==> src/hdl/smpd_pkg.sv <==
package smpd_pkg;

	localparam int unsigned TAIL_OFFSET = 38;

	localparam int unsigned CFG_IDX_W = 2;
	localparam logic [CFG_IDX_W-1:0] CFG_START_MARKER = 2'd0;
	localparam logic [CFG_IDX_W-1:0] CFG_TAIL_MARKER  = 2'd1;
	localparam logic [CFG_IDX_W-1:0] CFG_CRC_SIZE     = 2'd2;

	localparam logic [15:0] START_MARKER_RST = 16'hF0FE;
	localparam logic [15:0] TAIL_MARKER_RST  = 16'h0000;
	localparam logic [5:0]  CRC_SIZE_RST     = 6'd4;

	typedef enum logic [1:0] {
		ST_HUNT,
		ST_DRAIN,
		ST_PASS
	} state_t;

	// shift command for the header window chain
	typedef struct packed {
		logic       en;
		logic [7:0] data;
	} shift_t;

endpackage

==> src/hdl/smpd_cell.sv <==
module smpd_cell (
	input  logic       clk,
	input  logic       shift_en,
	input  logic [7:0] d,
	output logic [7:0] q
);

	logic [7:0] byte_q;

	always_ff @(posedge clk) begin
		if (shift_en) begin
			byte_q <= d;
		end
	end

	assign q = byte_q;

endmodule

==> src/hdl/smpd_window.sv <==
module smpd_window #(
	parameter int unsigned HEADER_BYTES = 40
) (
	input  logic           clk,
	input  smpd_pkg::shift_t shift,
	output logic [7:0]     cells [HEADER_BYTES]
);

	// new bytes enter at the tail and move toward cell 0 (oldest byte)
	genvar i;
	generate
		for (i = 0; i < HEADER_BYTES; i++) begin : g_cell
			logic [7:0] d;
			if (i == HEADER_BYTES - 1) begin : g_tail
				assign d = shift.data;
			end else begin : g_body
				assign d = cells[i+1];
			end
			smpd_cell u_cell (
				.clk      (clk),
				.shift_en (shift.en),
				.d        (d),
				.q        (cells[i])
			);
		end
	endgenerate

endmodule

==> src/hdl/sync_marker_packet_deframer_core.sv <==
// Hunting: one input word per cycle; header check runs on the full window in the same cycle.
// On a match the input is held off while the state leaves the hunt and the header drains
// from cell 0 of the window chain, one word per cycle while the output is not stalled;
// payload words follow. A payload word is on the output the cycle after it is taken; the
// first header word goes from the full window through the drain state and the output register.
// Reset (arst_n low, asynchronous): hunt state, empty window, registers at reset values.
module sync_marker_packet_deframer_core #(
	parameter int unsigned HEADER_BYTES = 40
) (
	input  logic        clk,
	input  logic        arst_n,
	input  logic        s_axis_tvalid,
	output logic        s_axis_tready,
	input  logic [7:0]  s_axis_tdata,   // [7:0] rx_byte
	output logic        m_axis_tvalid,
	input  logic        m_axis_tready,
	output logic [23:0] m_axis_tdata,   // [7:0] pkt_byte, [23:8] pkt_length
	output logic        m_axis_tuser,   // [0] first_of_packet
	output logic        m_axis_tlast,   // last_of_packet
	input  logic        cfg_valid,
	output logic        cfg_ready,
	input  logic [smpd_pkg::CFG_IDX_W-1:0] cfg_index,
	input  logic [15:0] cfg_data
);

	localparam int unsigned FILL_W = $clog2(HEADER_BYTES + 1);
	localparam int unsigned CNT_W  = $clog2(HEADER_BYTES);

	smpd_pkg::state_t state_q, state_nxt;
	smpd_pkg::shift_t shift;

	logic [7:0]        cells [HEADER_BYTES];
	logic [FILL_W-1:0] fill_q;
	logic [CNT_W-1:0]  drain_cnt_q;
	logic [15:0]       rem_q;
	logic [15:0]       cur_len_q;
	logic [15:0]       start_q;
	logic [15:0]       tail_q;
	logic [5:0]        crc_q;

	logic        out_valid_q;
	logic [7:0]  out_byte_q;
	logic [15:0] out_len_q;
	logic        out_first_q;
	logic        out_last_q;

	logic        win_full, hdr_ok, out_free, s_acc, ld, drain_end;
	logic [15:0] len_w;
	logic [7:0]  nxt_byte;
	logic        nxt_first, nxt_last;

	smpd_window #(.HEADER_BYTES(HEADER_BYTES)) u_window (
		.clk   (clk),
		.shift (shift),
		.cells (cells)
	);

	assign win_full = (fill_q == FILL_W'(HEADER_BYTES));
	assign len_w    = {cells[3], cells[2]};
	assign hdr_ok   = ({cells[1], cells[0]} == start_q)
		&& ({cells[smpd_pkg::TAIL_OFFSET+1], cells[smpd_pkg::TAIL_OFFSET]} == tail_q)
		&& ({1'b0, len_w} >= (17'(HEADER_BYTES) + 17'(crc_q)));
	assign out_free  = !out_valid_q || m_axis_tready;
	assign s_acc     = s_axis_tvalid && s_axis_tready;
	assign drain_end = (drain_cnt_q == CNT_W'(HEADER_BYTES - 1));

	// next state
	always_comb begin
		state_nxt = state_q;
		case (state_q)
			smpd_pkg::ST_HUNT: begin
				if (win_full && hdr_ok) begin
					state_nxt = smpd_pkg::ST_DRAIN;
				end
			end
			smpd_pkg::ST_DRAIN: begin
				if (out_free && drain_end) begin
					state_nxt = (rem_q == 16'd0) ? smpd_pkg::ST_HUNT : smpd_pkg::ST_PASS;
				end
			end
			smpd_pkg::ST_PASS: begin
				if (s_acc && rem_q == 16'd1) begin
					state_nxt = smpd_pkg::ST_HUNT;
				end
			end
			default: state_nxt = smpd_pkg::ST_HUNT;
		endcase
	end

	// outputs
	always_comb begin
		s_axis_tready = 1'b0;
		ld            = 1'b0;
		shift.en      = 1'b0;
		shift.data    = s_axis_tdata;
		nxt_byte      = s_axis_tdata;
		nxt_first     = 1'b0;
		nxt_last      = 1'b0;
		case (state_q)
			smpd_pkg::ST_HUNT: begin
				// a rejected full window drops its oldest byte with the next shift
				s_axis_tready = !win_full || !hdr_ok;
				shift.en      = s_axis_tvalid && (!win_full || !hdr_ok);
			end
			smpd_pkg::ST_DRAIN: begin
				ld        = out_free;
				shift.en  = out_free;
				nxt_byte  = cells[0];
				nxt_first = (drain_cnt_q == '0);
				nxt_last  = drain_end && (cur_len_q == 16'(HEADER_BYTES));
			end
			smpd_pkg::ST_PASS: begin
				s_axis_tready = out_free;
				ld            = s_axis_tvalid && out_free;
				nxt_last      = (rem_q == 16'd1);
			end
			default: begin
				s_axis_tready = 1'b0;
			end
		endcase
	end

	always_ff @(posedge clk or negedge arst_n) begin
		if (!arst_n) begin
			state_q     <= smpd_pkg::ST_HUNT;
			fill_q      <= '0;
			drain_cnt_q <= '0;
			rem_q       <= '0;
			cur_len_q   <= '0;
			out_valid_q <= 1'b0;
		end else begin
			state_q <= state_nxt;
			case (state_q)
				smpd_pkg::ST_HUNT: begin
					if (win_full && hdr_ok) begin
						fill_q      <= '0;
						drain_cnt_q <= '0;
						cur_len_q   <= len_w;
						rem_q       <= len_w - 16'(HEADER_BYTES);
					end else if (s_acc) begin
						if (!win_full) begin
							fill_q <= fill_q + FILL_W'(1);
						end
					end else if (win_full) begin
						fill_q <= FILL_W'(HEADER_BYTES - 1);
					end
				end
				smpd_pkg::ST_DRAIN: begin
					if (ld) begin
						drain_cnt_q <= drain_cnt_q + CNT_W'(1);
					end
				end
				smpd_pkg::ST_PASS: begin
					if (s_acc) begin
						rem_q <= rem_q - 16'd1;
					end
				end
				default: begin
					fill_q <= '0;
				end
			endcase
			if (ld) begin
				out_valid_q <= 1'b1;
			end else if (m_axis_tready) begin
				out_valid_q <= 1'b0;
			end
		end
	end

	always_ff @(posedge clk) begin
		if (ld) begin
			out_byte_q  <= nxt_byte;
			out_first_q <= nxt_first;
			out_last_q  <= nxt_last;
			out_len_q   <= cur_len_q;
		end
	end

	// configuration registers
	assign cfg_ready = 1'b1;

	always_ff @(posedge clk or negedge arst_n) begin
		if (!arst_n) begin
			start_q <= smpd_pkg::START_MARKER_RST;
			tail_q  <= smpd_pkg::TAIL_MARKER_RST;
			crc_q   <= smpd_pkg::CRC_SIZE_RST;
		end else if (cfg_valid) begin
			case (cfg_index)
				smpd_pkg::CFG_START_MARKER: start_q <= cfg_data;
				smpd_pkg::CFG_TAIL_MARKER:  tail_q  <= cfg_data;
				smpd_pkg::CFG_CRC_SIZE:     crc_q   <= cfg_data[5:0];
				default: ;
			endcase
		end
	end

	assign m_axis_tvalid = out_valid_q;
	assign m_axis_tdata  = {out_len_q, out_byte_q};
	assign m_axis_tuser  = out_first_q;
	assign m_axis_tlast  = out_last_q;

endmodule

==> config.mk <==
export PLATFORM = sky130hd
export DESIGN_NAME = sync_marker_packet_deframer_core
export DESIGN_NICKNAME = d
export VERILOG_FILES = /design/src/hdl/smpd_pkg.sv /design/src/hdl/smpd_cell.sv /design/src/hdl/smpd_window.sv /design/src/hdl/sync_marker_packet_deframer_core.sv
export SDC_FILE = /design/constraint.sdc
export NUM_CORES = 1
export LEC_CHECK = 0
export ABC_CLOCK_PERIOD_IN_PS = 14000
export BUFFER_PORTS_ARGS = -buffer_cell sky130_fd_sc_hd__buf_4
export CAP_MARGIN = 20
export CORE_MARGIN = 4
export CORE_UTILIZATION = 39
export DETAILED_ROUTE_END_ITERATION = 10
export GPL_TIMING_DRIVEN = 0
export PLACE_DENSITY = 0.61
export SKIP_CTS_REPAIR_TIMING = 1
export SLEW_MARGIN = 20
export SYNTH_ARGS = -nofsm -noshare
export SYNTH_HDL_FRONTEND = slang
export SYNTH_SLANG_ARGS = --single-unit
==> constraint.sdc <==
create_clock -name clk -period 14 [get_ports clk]
set_input_delay 2.1 -clock clk [delete_from_list [all_inputs] [get_ports clk]]
set_output_delay 2.1 -clock clk [all_outputs]
set_load 0.05 [all_outputs]
==> impl_metrics.env <==
export IMPL_status="complete, no violations"
export IMPL_nNetsFinal=1011
export IMPL_clock_fmax_mhz=187
export IMPL_path_delay_family="simple AND/OR/NAND/NOR gates"
export IMPL_grt_pass1_wl_um=42100
export IMPL_grt_overflow=0
export IMPL_skew_ns=0.0216
export IMPL_synthDistinctLibCells=67
export IMPL_clock_latency_ns=0.54
export IMPL_p_per_area_nw_per_um2=248
export IMPL_synth_cells=853
export IMPL_finalSetupTns_ns=0
export IMPL_setup_viol=0
export IMPL_drc=0
export IMPL_via_per_inst=4.91
export IMPL_post_route_util=0.466
export IMPL_synth_seq_cells=431
export IMPL_leakage_nw=6.51
export IMPL_synth_edf_count=346
export IMPL_ir_worst_vdd_mv=0.114
export IMPL_routed_wl_um=26100
export IMPL_pwr_share_clk=0.246
export IMPL_async_reset_ff_frac=0.197
export IMPL_max_stage_delay_ns=0.57
export IMPL_drtPass1Iterations=5
export IMPL_post_place_ws_ns=8.98
export IMPL_first_iter_violations=555
export IMPL_grt_util_all_layers=0.121
export IMPL_syn_area_um2=15600
export IMPL_mostFrequentLayoutCell="edfxtp_1"
export IMPL_die_h_um=208
export IMPL_rsz0062_at_grt="false"
export IMPL_antenna_found_initial=1
export IMPL_maxCapViolations=0
export IMPL_pwr_share_comb=0.201
export IMPL_crit_slowest_cell="edfxtp_1"
export IMPL_cts_tree="yes"
export IMPL_worst_slack_ns=8.65
export IMPL_synth_main_ff_cell="edfxtp_1"
export IMPL_cp_arrival_ns=3.25
export IMPL_p_total_w=0.00452
export IMPL_die_x_um=208
export IMPL_core_region_area_um2=39000
export IMPL_period_needed_ns=5.35
export IMPL_io_pins=60
export IMPL_required_ns=11.90
export IMPL_cts_max_level=2
export IMPL_wl_per_cell_um=17.2
export IMPL_ys_seq_area_frac=0.806
export IMPL_cts_root_buffer="clkbuf_16"
export IMPL_path_class="reg -> out"
export IMPL_syn_mean_instance_area_um2=18.2
export IMPL_ctsLongestPathBuffers=3
export IMPL_slew_viol_final=0
export IMPL_hp_class="reg -> reg"
export IMPL_routabilityCongestion=0.809
export IMPL_areaGrowthSynthToFinish_pct=16.9
export IMPL_crit_path_end_kind="output port"
export IMPL_rows=72
export IMPL_crit_path_start_kind="register"
export IMPL_nFillCells=3310
export IMPL_clock_sinks=431
export IMPL_switching_share=0.292
export IMPL_ant_nets=0
export IMPL_final_hold_viol_count=0
export IMPL_fin_crit_sh=0.382
export IMPL_vias=7424
export IMPL_die_area_um2=43100
export IMPL_p_seq_frac=0.554
export IMPL_worstPathCellList="nor4_2 -> nor4b_2 -> nand3_1 -> o2111ai_4 -> and2_4 -> buf_6 -> a21o_1 -> buf_4"
export IMPL_numPortBuffers=58
export IMPL_numCtsBuffers=42
export IMPL_layout_common_cells="346 x edfxtp_1, 73 x dfrtp_1, 61 x buf_4, 57 x nand2_1, 46 x mux2_2"
export IMPL_p_int_w=0.00320
export IMPL_worst_pin_slew_ns=0.817
export IMPL_p_sw_w=0.00132
export IMPL_clkTransAtPathRegs_ns=0.06
export IMPL_antenna_cells=0
export IMPL_grt_pass1_vias=7463
export IMPL_worst_slew_margin_rel=0.455
export IMPL_yosys_warnings=0
export IMPL_syn_nets=902
export IMPL_worstPathMaxFanout=10
export IMPL_hpwl_um=16500
export IMPL_drive_gt1_frac=0.225
export IMPL_grt_max_degree=86
export IMPL_start_util=0.399
export IMPL_cp_num_buf_inv=2
==> path summary, 6_finish.rpt <==
check                                                           from                                        end  slack, ns  cells past startpoint
hold / removal             u_window.g_cell[22].u_cell.q[3]$_DFFE_PP_  u_window.g_cell[21].u_cell.q[3]$_DFFE_PP_       0.41                      0
setup / recovery            u_window.g_cell[3].u_cell.q[0]$_DFFE_PP_                              s_axis_tready       8.65                      8
min in group asynchronous                                     arst_n                      rem_q[12]$_DFFE_PN0P_       1.63                      1
setup reg to reg            u_window.g_cell[3].u_cell.q[0]$_DFFE_PP_  u_window.g_cell[11].u_cell.q[1]$_DFFE_PP_       9.55                     11
hold reg to reg            u_window.g_cell[22].u_cell.q[3]$_DFFE_PP_  u_window.g_cell[21].u_cell.q[3]$_DFFE_PP_       0.41                      0
max in group asynchronous                                     arst_n                      tail_q[7]$_DFFE_PN0P_      11.79                      1
==> area by class of cell <==
| type | instances | area [um^2] | share of cell area |
|---|---|---|---|
| Multi-Input combinational cell | 380 | 2840 | 0.156 |
| Buffer | 21 | 128 | 0.00702 |
| Tap cell | 518 | 648 | 0.0356 |
| Timing Repair Buffer | 65 | 609 | 0.0335 |
| Sequential cell | 431 | 12500 | 0.689 |
| Clock buffer | 54 | 1140 | 0.0625 |
| Inverter | 21 | 78.8 | 0.00433 |
| Clock inverter | 21 | 213 | 0.0117 |
==> routing by layer <==
metal  track usage  vias up  wire (um)
met5             0        -          0
met4        0.0340        0        492
met3        0.0317       40       1500
met2         0.169      162      11200
met1         0.189     3763      12900
li1              -     3459          -
==> cell families after synthesis <==
| kind of cell | after synthesis | share of synthesized area |
|---|---|---|
| AOI/OAI and AO/OA | 65 | 0.0327 |
| muxes | 55 | 0.0394 |
| buffers and inverters | 42 | 0.0133 |
| adders and majority gates | 18 | 0.0145 |
| other | 1 | 0.000241 |
| and+or+nand+nor | 198 | 0.0702 |
| DFF | 431 | 0.806 |
| xor gates and xnor gates | 43 | 0.0242 |
==> power by group through the flow <==
stage	Combinational, W	Clock (W)	Sequential [W]
finish	0.000906	0.00111	0.00250
global route	0.000993	0.00120	0.00257
CTS	0.000920	0.00115	0.00252
detailed placement	0.000920	0	0.00253
global placement	0.000819	0	0.00275
floorplan	0.000520	0	0.00268
==> registers in the layout, summed over array words and instances (netlist names) <==
signal	cells
m_axis_tlast	1
out_len_q	16
out_byte_q	8
u_window.g_cell.u_cell.q	320
tail_q	16
drain_cnt_q	6
fill_q	6
start_q	16
m_axis_tuser	1
crc_q	6
cur_len_q	16
rem_q	16
state_q	2
m_axis_tvalid	1
==> Yosys cell counts (5+ instances only) <==
library cell | n | area, um^2
ha_1 | 18 | 225
and3_1 | 9 | 56.3
a21oi_1 | 9 | 45.0
nand3_1 | 17 | 85.1
nor2_1 | 31 | 116
nor3_1 | 24 | 120
edfxtp_1 | 346 | 10400
mux2i_1 | 8 | 80.1
inv_1 | 20 | 75.1
nor3_2 | 7 | 70.1
clkbuf_1 | 10 | 37.5
nor4_1 | 7 | 43.8
dfrtp_1 | 73 | 1830
o21ai_1 | 6 | 30.0
mux2_2 | 46 | 518
o21ai_0 | 13 | 65.1
nand4_1 | 13 | 81.3
nand2_1 | 57 | 214
dfstp_2 | 12 | 315
xor2_1 | 6 | 52.6
xnor2_1 | 37 | 324
a22o_1 | 5 | 43.8
==> worst reg2reg max path, delay by kind of cell (launching register included) <==
family	cells	cell delay, ns
buffers and inverters	5	1.39
flip-flops	1	0.57
AND/OR/NAND/NOR	4	1.25
AO/OA/AOI/OAI	2	0.87
==> metrics by stage <==
step	cell area (um^2)	hold slack, ns	cells
6_report	18200	0.412	1511
3_5_place_dp	16800	0.405	1436
2_1_floorplan	15600	0.400	853
5_1_grt	18200	0.419	1511
4_1_cts	18200	0.414	1511
3_3_place_gp	16600	0.403	1429
No activity file was read; power rests on OpenSTA's default activity.
